`src/hdl/tmph_pkg.sv`:
```
// ----------------------------------------------------------------------------
// tmph_pkg
// Shared widths, scaling constants and types of the trimmed-mean pH converter.
// ----------------------------------------------------------------------------
package tmph_pkg;

   // converter sample, offset and result widths
   localparam int ADC_W    = 10;
   localparam int OFFSET_W = 16;
   localparam int PH_W     = 18;

   // pH scale: 35/2048 pH per count (5.0/1024 * 3.5)
   localparam int SCALE_W  = 6;
   localparam int PH_SCALE = 35;
   localparam int PROD_W   = ADC_W + SCALE_W;

   // scaled result handed from the mean/scale unit to the top level
   typedef struct packed {
      logic            valid;
      logic [PH_W-1:0] ph_value;
   } scale_rsp_type;

endpackage

```
`src/hdl/trimmed_mean_ph_converter_unit.sv`:
```
// ----------------------------------------------------------------------------
// trimmed_mean_ph_converter_unit
// Insertion-sorts each burst of samples into a RAM as they arrive, then sums
// the untrimmed middle entries, divides, scales to 1/2048 pH and adds offset.
// ----------------------------------------------------------------------------
// Per sample: one RAM shift a cycle while larger entries move up, then the
// sample is written into its slot; the sample after an insertion is taken at once.
// Last sample of a burst: insertion, then RAM readout of the kept entries,
// the divide, the scale multiply and offset add, the handoff and the output load.
// Throughput set by the shift loop through the single RAM port pair.
// Synchronous reset empties the burst and output register; offset resets to 0.
module trimmed_mean_ph_converter_unit #(
   parameter int SAMPLE_COUNT  = 10,
   parameter int TRIM_EACH_END = 2
) (
   input  logic                           clock,
   input  logic                           reset,
   input  logic                           req_valid,
   output logic                           req_stall,
   input  logic [tmph_pkg::ADC_W-1:0]     req_adc_sample,
   output logic                           rsp_valid,
   input  logic                           rsp_stall,
   output logic [tmph_pkg::PH_W-1:0]      rsp_ph_value,
   input  logic                           csr_wr_en,
   input  logic [tmph_pkg::OFFSET_W-1:0]  csr_wr_data
);
   import tmph_pkg::*;

   localparam int  ADDR_W   = $clog2(SAMPLE_COUNT);
   localparam int  CNT_W    = $clog2(SAMPLE_COUNT + 1);
   localparam int  SUM_W    = ADC_W + $clog2(SAMPLE_COUNT + 1);
   localparam bit  HAS_KEPT = (SAMPLE_COUNT > 2 * TRIM_EACH_END);
   localparam int  DIVISOR  = HAS_KEPT ? SAMPLE_COUNT - 2 * TRIM_EACH_END : 1;
   localparam int  FIRST    = HAS_KEPT ? TRIM_EACH_END : 0;
   localparam int  LAST     = HAS_KEPT ? SAMPLE_COUNT - TRIM_EACH_END - 1 : 0;

   typedef enum logic [2:0] {
      ST_IDLE,
      ST_SHIFT,
      ST_PLACE,
      ST_SUM,
      ST_DIV,
      ST_OUT
   } state_type;

   state_type           state_ff, state_in;
   logic [CNT_W-1:0]    count_ff, count_in;
   logic [ADDR_W-1:0]   pos_ff, pos_in;
   logic [ADC_W-1:0]    sample_ff, sample_in;
   logic [ADDR_W-1:0]   sum_idx_ff, sum_idx_in;
   logic                sum_issue_ff, sum_issue_in;
   logic                data_vld_ff, data_vld_in;
   logic [SUM_W-1:0]    acc_ff, acc_in;
   logic [OFFSET_W-1:0] offset_ff;
   logic                rsp_valid_ff, rsp_valid_in;
   logic [PH_W-1:0]     rsp_ph_ff, rsp_ph_in;

   logic                ram_we;
   logic [ADDR_W-1:0]   ram_waddr;
   logic [ADC_W-1:0]    ram_wdata;
   logic [ADDR_W-1:0]   ram_raddr;
   logic [ADC_W-1:0]    ram_rdata;
   logic                div_start;
   scale_rsp_type       scale_rsp;
   logic                placed;

   // sorted burst store
   tmph_ram #(
      .WIDTH (ADC_W),
      .DEPTH (SAMPLE_COUNT)
   ) u_ram (
      .clock   (clock),
      .wr_en   (ram_we),
      .wr_addr (ram_waddr),
      .wr_data (ram_wdata),
      .rd_addr (ram_raddr),
      .rd_data (ram_rdata)
   );

   // divide, scale and offset
   tmph_mean_scale #(
      .SUM_W   (SUM_W),
      .DIVISOR (DIVISOR)
   ) u_mean_scale (
      .clock     (clock),
      .reset     (reset),
      .start     (div_start),
      .sum       (acc_ff),
      .ph_offset (offset_ff),
      .rsp       (scale_rsp)
   );

   always_comb begin
      state_in     = state_ff;
      count_in     = count_ff;
      pos_in       = pos_ff;
      sample_in    = sample_ff;
      sum_idx_in   = sum_idx_ff;
      sum_issue_in = sum_issue_ff;
      data_vld_in  = data_vld_ff;
      acc_in       = acc_ff;
      rsp_valid_in = rsp_valid_ff;
      rsp_ph_in    = rsp_ph_ff;
      ram_we       = 1'b0;
      ram_waddr    = pos_ff;
      ram_wdata    = sample_ff;
      ram_raddr    = pos_ff - 1'b1;
      div_start    = 1'b0;
      placed       = 1'b0;

      // output register drains on a transfer
      if (rsp_valid_ff && !rsp_stall) begin
         rsp_valid_in = 1'b0;
      end

      case (state_ff)
         ST_IDLE: begin
            ram_raddr = ADDR_W'(count_ff - 1'b1);
            if (req_valid) begin
               sample_in = req_adc_sample;
               pos_in    = count_ff[ADDR_W-1:0];
               state_in  = (count_ff == '0) ? ST_PLACE : ST_SHIFT;
            end
         end
         // move larger entries up one slot until the hole fits the sample
         ST_SHIFT: begin
            ram_we = 1'b1;
            if (ram_rdata > sample_ff) begin
               ram_wdata = ram_rdata;
               pos_in    = pos_ff - 1'b1;
               ram_raddr = pos_ff - ADDR_W'(2);
               if (pos_ff == ADDR_W'(1)) begin
                  state_in = ST_PLACE;
               end
            end else begin
               placed = 1'b1;
            end
         end
         ST_PLACE: begin
            ram_we = 1'b1;
            placed = 1'b1;
         end
         // read the untrimmed middle of the sorted burst and accumulate
         ST_SUM: begin
            ram_raddr   = sum_idx_ff;
            data_vld_in = sum_issue_ff;
            if (sum_issue_ff) begin
               if (sum_idx_ff == ADDR_W'(LAST)) begin
                  sum_issue_in = 1'b0;
               end else begin
                  sum_idx_in = sum_idx_ff + 1'b1;
               end
            end
            if (data_vld_ff) begin
               acc_in = acc_ff + SUM_W'(ram_rdata);
            end
            if (!sum_issue_ff && !data_vld_ff) begin
               div_start = 1'b1;
               state_in  = ST_DIV;
            end
         end
         ST_DIV: begin
            if (scale_rsp.valid) begin
               state_in = ST_OUT;
            end
         end
         ST_OUT: begin
            if (!rsp_valid_ff || !rsp_stall) begin
               rsp_valid_in = 1'b1;
               rsp_ph_in    = scale_rsp.ph_value;
               count_in     = '0;
               state_in     = ST_IDLE;
            end
         end
         default: begin
            state_in = ST_IDLE;
         end
      endcase

      // sample written into its slot: burst grows, full burst goes to readout
      if (placed) begin
         count_in = count_ff + 1'b1;
         if (count_ff == CNT_W'(SAMPLE_COUNT - 1)) begin
            state_in     = ST_SUM;
            sum_idx_in   = ADDR_W'(FIRST);
            sum_issue_in = HAS_KEPT;
            data_vld_in  = 1'b0;
            acc_in       = '0;
         end else begin
            state_in = ST_IDLE;
         end
      end
   end

   always_ff @(posedge clock) begin
      if (reset) begin
         state_ff     <= ST_IDLE;
         count_ff     <= '0;
         sum_issue_ff <= 1'b0;
         data_vld_ff  <= 1'b0;
         rsp_valid_ff <= 1'b0;
         offset_ff    <= '0;
      end else begin
         state_ff     <= state_in;
         count_ff     <= count_in;
         sum_issue_ff <= sum_issue_in;
         data_vld_ff  <= data_vld_in;
         rsp_valid_ff <= rsp_valid_in;
         if (csr_wr_en) begin
            offset_ff <= csr_wr_data;
         end
      end
      pos_ff     <= pos_in;
      sample_ff  <= sample_in;
      sum_idx_ff <= sum_idx_in;
      acc_ff     <= acc_in;
      rsp_ph_ff  <= rsp_ph_in;
   end

   assign req_stall    = (state_ff != ST_IDLE);
   assign rsp_valid    = rsp_valid_ff;
   assign rsp_ph_value = rsp_ph_ff;

endmodule

```
`src/hdl/tmph_ram.sv`:
```
// ----------------------------------------------------------------------------
// tmph_ram
// Generic single-write, single-read RAM with registered read data.
// ----------------------------------------------------------------------------
module tmph_ram #(
   parameter int WIDTH = 10,
   parameter int DEPTH = 10
) (
   input  logic                     clock,
   input  logic                     wr_en,
   input  logic [$clog2(DEPTH)-1:0] wr_addr,
   input  logic [WIDTH-1:0]         wr_data,
   input  logic [$clog2(DEPTH)-1:0] rd_addr,
   output logic [WIDTH-1:0]         rd_data
);

   logic [WIDTH-1:0] ram_ff [DEPTH];
   logic [WIDTH-1:0] rd_data_ff;

   // write port and registered read port
   always_ff @(posedge clock) begin
      if (wr_en) begin
         ram_ff[wr_addr] <= wr_data;
      end
      rd_data_ff <= ram_ff[rd_addr];
   end

   assign rd_data = rd_data_ff;

endmodule

```
`src/hdl/tmph_mean_scale.sv`:
```
// ----------------------------------------------------------------------------
// tmph_mean_scale
// Divides the trimmed sum by the kept-sample count with a reciprocal multiply,
// then scales the mean by 35 and adds the signed calibration offset.
// ----------------------------------------------------------------------------
module tmph_mean_scale #(
   parameter int SUM_W   = 14,
   parameter int DIVISOR = 6
) (
   input  logic                            clock,
   input  logic                            reset,
   input  logic                            start,
   input  logic [SUM_W-1:0]                sum,
   input  logic [tmph_pkg::OFFSET_W-1:0]   ph_offset,
   output tmph_pkg::scale_rsp_type         rsp
);
   import tmph_pkg::*;

   // floor(sum / DIVISOR) = (sum * RECIP) >> SHIFT, exact for any sum of SUM_W bits
   localparam int     LOG_D   = $clog2(DIVISOR);
   localparam int     SHIFT   = SUM_W + LOG_D;
   localparam int     RECIP_W = SUM_W + 1;
   localparam int     QPROD_W = SUM_W + RECIP_W;
   localparam longint RECIP_L = ((longint'(1) << SHIFT) + longint'(DIVISOR - 1))
                              / longint'(DIVISOR);
   localparam logic [RECIP_W-1:0] RECIP = RECIP_W'(RECIP_L);

   typedef enum logic [1:0] {
      S_IDLE,
      S_DIV,
      S_MUL,
      S_ADD
   } state_type;

   state_type          state_ff, state_in;
   logic [SUM_W-1:0]   dvd_ff, dvd_in;
   logic [ADC_W-1:0]   mean_ff, mean_in;
   logic [PROD_W-1:0]  prod_ff, prod_in;
   logic [PH_W-1:0]    ph_ff, ph_in;
   logic               valid_ff, valid_in;
   logic [QPROD_W-1:0] quot_prod;

   // sum times the scaled reciprocal of the kept-sample count
   assign quot_prod = QPROD_W'(dvd_ff) * QPROD_W'(RECIP);

   always_comb begin
      state_in = state_ff;
      dvd_in   = dvd_ff;
      mean_in  = mean_ff;
      prod_in  = prod_ff;
      ph_in    = ph_ff;
      valid_in = 1'b0;
      case (state_ff)
         S_IDLE: begin
            if (start) begin
               dvd_in   = sum;
               state_in = S_DIV;
            end
         end
         S_DIV: begin
            // quotient stays below 1024: the mean of 10-bit samples
            mean_in  = ADC_W'(quot_prod >> SHIFT);
            state_in = S_MUL;
         end
         S_MUL: begin
            prod_in  = PROD_W'(mean_ff) * PROD_W'(PH_SCALE);
            state_in = S_ADD;
         end
         S_ADD: begin
            ph_in    = PH_W'(prod_ff)
                     + {{(PH_W-OFFSET_W){ph_offset[OFFSET_W-1]}}, ph_offset};
            valid_in = 1'b1;
            state_in = S_IDLE;
         end
         default: begin
            state_in = S_IDLE;
         end
      endcase
   end

   always_ff @(posedge clock) begin
      if (reset) begin
         state_ff <= S_IDLE;
         valid_ff <= 1'b0;
      end else begin
         state_ff <= state_in;
         valid_ff <= valid_in;
      end
      dvd_ff  <= dvd_in;
      mean_ff <= mean_in;
      prod_ff <= prod_in;
      ph_ff   <= ph_in;
   end

   assign rsp.valid    = valid_ff;
   assign rsp.ph_value = ph_ff;

endmodule

```
`config.mk`:
```
export PLATFORM = sky130hd
export DESIGN_NAME = trimmed_mean_ph_converter_unit
export DESIGN_NICKNAME = d
export VERILOG_FILES = /design/src/hdl/tmph_pkg.sv /design/src/hdl/trimmed_mean_ph_converter_unit.sv /design/src/hdl/tmph_ram.sv /design/src/hdl/tmph_mean_scale.sv
export SDC_FILE = /design/constraint.sdc
export NUM_CORES = 1
export LEC_CHECK = 0
export BUFFER_PORTS_ARGS = -buffer_cell sky130_fd_sc_hd__buf_2
export CORE_AREA = 2 2 124 187
export CTS_CLUSTER_SIZE = 14
export DETAILED_ROUTE_END_ITERATION = 12
export DIE_AREA = 0 0 126 189
export PLACE_DENSITY_LB_ADDON = 0.12
export SLEW_MARGIN = 20
export SYNTH_ARGS = -nofsm -noshare
export SYNTH_HDL_FRONTEND = slang
export SYNTH_SLANG_ARGS = --single-unit
```
`constraint.sdc`:
```
create_clock -name clock -period 16.7 [get_ports clock]
set_input_delay 1.67 -clock clock [delete_from_list [all_inputs] [get_ports clock]]
set_output_delay 1.67 -clock clock [all_outputs]
set_load 0.05 [all_outputs]
```
Word-level counts from Yosys, hierarchy flattened
Memories as Yosys holds them, arrays and structs flattened. A register that Yosys moved wholly into a read port is not among the register bits.
Index checks and enable logic that the tools add are counted.

word-level totals
  register bits = 137
  bits in writable memories = 100
  bits of input ports = 31
  output and inout port bits = 20
  word-level logic and storage cells = 120
  memories = 1

memory list
  name          words  bits a word  read ports  clocked after memory_dff  wr ports  line            text
  u_ram.ram_ff  10     10           1           1                         1         tmph_ram.sv:17  logic [WIDTH-1:0] ram_ff [DEPTH];

operators by class
  add/subtract/negate cells = 7
  multiply operators = 2
  $lt $le $gt $ge = 1
  equal/unequal tests = 21
  multiplexer cells = 50
  reduce and logical (&&, ||, !) cells = 21

operators with widths
  kind                      count
  $mux W14                  4
  $mux W4                   11
  $mul A14 B14 Y26 const B  1
  $mux W3                   7
  $mux W10                  2
  $add A17 B16 Y18          1
  $mux W1                   18
  $pmux W3 S6               1
  $mul A10 B6 Y16 const B   1
  $ne A3 B3 Y1 const B      5
  $add A14 B10 Y14          1
  $pmux W4 S3               1
  $gt A10 B10 Y1            1
  $add A4 B1 Y4 const B     2
  $ne A2 B2 Y1 const B      4
  $pmux W2 S4               1
  $pmux W4 S2               1
  $reduce_and A2 Y1         4
  $sub A4 B1 Y4 const B     2
  $reduce_and A7 Y1         1
  $eq A3 B2 Y1 const B      2
  $eq A3 B3 Y1 const B      2
  $mux W2                   3
  $reduce_bool A2 Y1        3
  other kinds (18)          23

Logic depth before layout (Yosys ltp)
Gate-level depths: netlist of the first run.

  depth in word-level cells = 6
  gate-level depth with buffers = 19

Modules after synthesis
A second synthesis of the first run with hierarchy kept.

unflattened totals
  cells, all modules = 1277
  area total of the unflattened synthesis = 15072.0 sq um

modules (own cells, without submodules)
  module                          times used  cells an instance  area each (sq um)  sequential area each (sq um)
  tmph_mean_scale                 1           638                6786.5             1801.7
  tmph_ram                        1           230                4247.8             3203.1
  trimmed_mean_ph_converter_unit  1           409                4037.6             1841.8

Worst setup path after synthesis of the first run
Ideal clock, no wire load.

  path type = reg-to-reg
  start point = reg u_mean_scale.dvd_ff[5]
  end point = reg u_mean_scale.mean_ff[9] (data pin)
  library setup time = 0.260 ns
  arrival time = 5.105 ns
  data required time = 16.440 ns
  path slack = 11.335 ns
  cell stages (with the launch flop) = 20
  period minus slack after synthesis = 5.365 ns
  cells stage by stage = edfxtp_1 > ha_1 > ha_1 > inv_1 > fa_1 > inv_1 > fa_1 > fa_1 > inv_1 > fa_1 > inv_1 > ha_1 > nand4_1 > a21oi_1 > o311ai_1 > nand3_1 > a311oi_1 > o211ai_1 > a21oi_1 > xnor2_1

on the way
  word-level cells in the longest chain between the ends = 1

RTL lines
  item                            line                   text
  start: declaration              tmph_mean_scale.sv:36  logic [SUM_W-1:0] dvd_ff, dvd_in;
  start signal: assignment        tmph_mean_scale.sv:89  dvd_ff <= dvd_in;
  $mul A14 B14 Y26                tmph_mean_scale.sv:44  assign quot_prod = QPROD_W'(dvd_ff) * QPROD_W'(RECIP);
  via u_mean_scale.quot_prod[26]  tmph_mean_scale.sv:41  logic [QPROD_W-1:0] quot_prod;
  end signal: assignment          tmph_mean_scale.sv:90  mean_ff <= mean_in;
  end: declaration                tmph_mean_scale.sv:37  logic [ADC_W-1:0] mean_ff, mean_in;

The timed path passes the listed nets, and every way through them passes these cells.
A chain may end at the register's enable or synchronous reset.

Worst setup path in the final report of the first run
Same ends and word-level chain as after synthesis.

==> reports/results.tsv, run 1 <==
metric	value	unit
worst path cell trace	ha_1, ha_1, inv_1, fa_1, inv_1, fa_1, fa_1, inv_1, fa_1, inv_1, ha_1, nand4_1, a21oi_1, o311ai_1, nand3_1, a311oi_1, o211ai_1, a21oi_1, xnor2_1	
multiplexer share of the synthesized area	0.0386	
layout cells sized above 1	0.0896	
first-pass GRT wire length	48.5	mm
RePlAce Congestion	0.931	
post-layout min period	5820	ps
worst reg2reg setup slack	10880	ps
Die H	189	um
RSZ-0062 raised after global routing	false	
Synth Area in Compound Gates	0.0924	
DR DRC count	0	
total wire length	30.5	mm
hold buffers post-CTS	0	
GR Util All Layers	0.258	
Layout Nets	1618	
Post-Synth Adder-Cell Area	0.227	
vias per cell	5.88	
drt first pass iters	5	
FFs w/ async S/R, synth	0	
Final period util	0.348	
achievable frequency	172	MHz
Yosys top cell area share	0.384	
I/O Buffers	50	
Sink Count	247	
CP bufs+invs	4	
diode count	0	
Die Span X	126	um
Final Slew Violations	0	
Worst setup SP type	register	
Post-CTS Setup Bufs	0	
status	finished clean	
routed via count	9689	
Hold/Removal Path Class	reg -> reg	
total clock buffers created by CTS	23	
H-Tree Depth	1	
CP top delay family	adder cells	
CTS Buffer Depth	3	
Hold Fails Final Rpt	0	
core box area	22100	um^2
Root Buffer	clkbuf_16	
WS Path Type	reg -> reg	
initial DRC count	522	
Synth Instances	1310	
average cell area after synthesis	11.3	um^2
antenna violations before repair	0	
Yosys Warn Count	0	
worst slew pin tran	1070	ps
CTS clk-pin slew, worst paths	70	ps
CTS resizes	0	
Yosys top cell by area	edfxtp_1	
Post-synth EDFFs	190	
FF+latch count, synth	247	
worst path arrival time	6070	ps
CP peak stage delay	540	ps
Crit. End Element	register	
Post-DP HPWL	23.2	mm
max cap viols	0	
Skew-Pair Late Insertion Delay	530	ps
CP required	16960	ps
Net Count, Synth	1572	
CP max-delay cell	fa_1	
cell area after synthesis	14900	um^2
# setup viols final	0	
vias in the first global route	9981	
CTS tree	done	
setup tns final	0	ps
Commonest cells post-synth	inv_1, edfxtp_1, ha_1, a21oi_1, nand3_1	
Area contributors post-synth	edfxtp_1, ha_1, fa_1, dfxtp_1, inv_1	
I/O pin cnt	51	
Top FF cell, synth	edfxtp_1	
wire per inst	18.5	um
relative slew slack	0.285	
Netlist cell types	69	
worst clock skew	19.9	ps
Synth Area in XOR/XNOR	0.0295	
total gr overflow	0	
main combinational cell family by area after synthesis	adder cells	
most common cell in the netlist	inv_1	
Area Overhead vs Synth	8.75	%
largest net degree at the start of global routing	30	
Worst Path Max Fanout	5	
die area	23800	um^2
Seq/Total Area, Yosys	0.461	
DRT antenna net count	0	
simple-gate area share of the yosys netlist	0.0902	
initial core utilization	0.672	
FP Rows	67	
-- path summary, 6_finish.rpt --
| check | startpoint | to | cells after the start |
|---|---|---|---|
| setup reg to reg | u_mean_scale.dvd_ff[5] | u_mean_scale.mean_ff[9] | 19 |
| hold reg to reg | u_mean_scale.ph_ff[15] | rsp_ph_value[15] | 0 |
| setup / recovery | u_mean_scale.dvd_ff[5] | u_mean_scale.mean_ff[9] | 19 |
| hold / removal | u_mean_scale.ph_ff[15] | rsp_ph_value[15] | 0 |
-- logic make-up after synthesis --
logic type | after synthesis
simple gates | 275
fa+ha+maj | 231
compound gates | 217
mux | 56
flops | 247
buf+inv | 234
xor+xnor | 50
-- placed cells by master (no fill, tap or decap), drive strengths merged, types with 8 or more instances in the layout --
cell type	synthesis	layout
a21o	9	9
a211oi	12	12
nand2	60	60
fa	64	64
o21bai	9	9
clkbuf	26	37
or3	8	8
nor3	24	24
a21oi	71	71
nor2b	8	8
o21ai	55	55
dfxtp	57	57
nand3	67	67
mux2i	46	46
xnor2	40	40
a221oi	11	11
nor2	66	66
edfxtp	190	190
ha	167	167
xor2	10	10
buf	13	60
inv	195	196
mux2	10	10
-- state kept, by name, indices dropped and copies added, names as in the netlist, 10 cells and up --
name and cells:
u_ram.rd_data 10, sample_ff 10, offset_ff 16, u_mean_scale.mean_ff 10
rsp_ph_value 18, u_mean_scale.dvd_ff 14, u_ram.ram_ff 100, u_mean_scale.ph_ff 18
acc_ff 14, u_mean_scale.prod_ff 16
-- metrics by stage --
| stage | hold slack [ps] | utilization | worst slack (ps) | cells | instance area, um^2 |
|---|---|---|---|---|---|
| after CTS | 417 | 0.730 | 10850 | 1649 | 16200 |
| after global routing | 426 | 0.730 | 10550 | 1649 | 16200 |
| after detailed placement | 407 | 0.694 | 10880 | 1607 | 15400 |
| after global placement | 403 | 0.694 | 10990 | 1607 | 15400 |
| after floorplan | 400 | - | 11340 | 1310 | 14900 |
| final | 416 | 0.730 | 10880 | 1649 | 16200 |
-- routing by layer --
layer | up-vias | GRT usage | routed length, um
met5 | - | 0 | 0
met4 | 0 | 0.129 | 1520
met3 | 80 | 0.0263 | 1010
met2 | 239 | 0.500 | 17000
met1 | 4674 | 0.271 | 11000
li1 | 4696 | - | -
-- layout make-up --
| type | count | area [um^2] |
|---|---|---|
| Clock buffer | 37 | 709 |
| Clock inverter | 5 | 78.8 |
| Fill cell | 1571 | 5970 |
| Inverter | 195 | 732 |
| Multi-Input combinational cell | 829 | 7130 |
| Sequential cell | 247 | 6850 |
| Tap cell | 276 | 345 |
| Timing Repair Buffer | 60 | 325 |
Power of run 1 is left out: the tool's default activity adds up to more than one toggle a clock period on the data nets, which glitch-free logic cannot reach.
==> run 2, diff against run 1 <==
CORE_AREA = 2 2 129 194   (was 2 2 124 187)
DIE_AREA = 0 0 131 196   (was 0 0 126 189)
clock period = 6 ns   (was 16.7 ns; I/O delays follow)
==> reports/results.tsv, run 2 (synthesis results as in run 1) <==
metric	value	unit
status	finished clean	
Worst setup SP type	register	
WS Path Type	reg -> reg	
Hold Fails Final Rpt	0	
layout cells sized above 1	0.0948	
CTS resizes	0	
initial core utilization	0.617	
Die H	196	um
# setup viols final	0	
area occupied by multi-input gates	7120	um^2
Layout Cell Area excl Fill	16300	um^2
Sink Count	247	
antenna violations before repair	0	
largest net degree at the start of global routing	30	
DR DRC count	0	
worst clock skew	9.55	ps
Area Overhead vs Synth	9.39	%
total gr overflow	0	
wire per inst	17.8	um
Die Span X	131	um
hold buffers post-CTS	0	
CTS clk-pin slew, worst paths	60	ps
achievable frequency	178	MHz
I/O pin cnt	51	
register area	6850	um^2
total clock buffers created by CTS	24	
Layout Nets	1626	
setup tns final	0	ps
CTS tree	done	
routed via count	9701	
CP max-delay cell	fa_1	
commonest non-fill, non-tap cells in the layout	inv_1, edfxtp_1, ha_1, a21oi_1, nand3_1	
Crit. End Element	register	
Skew-Pair Late Insertion Delay	520	ps
initial DRC count	444	
Hold/Removal Path Class	in -> reg	
worst setup margin	391	ps
post-layout min period	5610	ps
# fillers	1809	
Largest Register	u_ram.ram_ff	
drt first pass iters	5	
die area	25700	um^2
Post-CTS Setup Bufs	0	
CP peak stage delay	540	ps
Final Slew Violations	0	
Root Buffer	clkbuf_16	
worst slew pin tran	1090	ps
commonest non-fill, non-tap cell in the layout	inv_1	
vias per cell	5.69	
max cap viols	0	
worst path cell trace	ha_1, ha_1, inv_1, fa_1, inv_1, fa_1, fa_1, inv_1, fa_1, inv_1, ha_1, nand4_1, a21oi_1, o311ai_1, nand3_1, a311oi_1, o211ai_1, a21oi_1, xnor2_1	
DRT antenna net count	0	
RePlAce Congestion	0.894	
GR Util All Layers	0.248	
H-Tree Depth	1	
Worst Path Max Fanout	5	
Final period util	0.935	
diode count	0	
worst path arrival time	5870	ps
total wire length	30.4	mm
I/O Buffers	50	
relative slew slack	0.272	
vias in the first global route	10108	
first-pass GRT wire length	49.4	mm
CP top delay family	adder cells	
placed inst area	15500	um^2
post-place setup slack	354	ps
RSZ-0062 raised after global routing	false	
FP Rows	70	
Post-DP HPWL	23.1	mm
Min Hold Slack	259	ps
CP bufs+invs	4	
max reg flops	100	
CP required	6260	ps
CTS Buffer Depth	3	
core box area	24100	um^2
## run 2: cell types whose count changed in the layout (fill, tap and decap cells not counted), sizes merged
cell / previous run / this run
buf: 60 / 67
clkbuf: 37 / 33
clkinv: 2 / 7
clkinvlp: 0 / 2
inv: 196 / 195
## run 2: area by class of cell
type,count,area share
well taps,324,0.0249
repair buffers,67,0.0232
clock inverters,11,0.00685
flip-flops and latches,247,0.421
clock buffers,33,0.0409
inverters,195,0.0450
multi-input cells,829,0.438
## run 2: worst paths after layout
check                    startpoint                 endpoint  slack [ps]  cells past startpoint
max          u_mean_scale.dvd_ff[5]  u_mean_scale.mean_ff[9]         390                     19
min               req_adc_sample[7]             sample_ff[7]         260                      1
max reg2reg  u_mean_scale.dvd_ff[5]  u_mean_scale.mean_ff[9]         390                     19
min reg2reg   u_mean_scale.ph_ff[6]          rsp_ph_value[6]         420                      0
## run 2: stage by stage
stage / util / instances
global placement: 0.642 / 1662
CTS: 0.675 / 1706
detailed placement: 0.642 / 1662
finish: 0.675 / 1706
global route: 0.675 / 1706
floorplan: - / 1310
## run 2: layer usage
layer | global-route usage | up-vias | wire length, um
met5 | 0 | - | 0
met4 | 0.114 | 0 | 1370
met3 | 0.0311 | 84 | 1020
met2 | 0.466 | 215 | 16800
met1 | 0.270 | 4692 | 11100
li1 | - | 4710 | -
Power of run 2 is left out for the same reason.
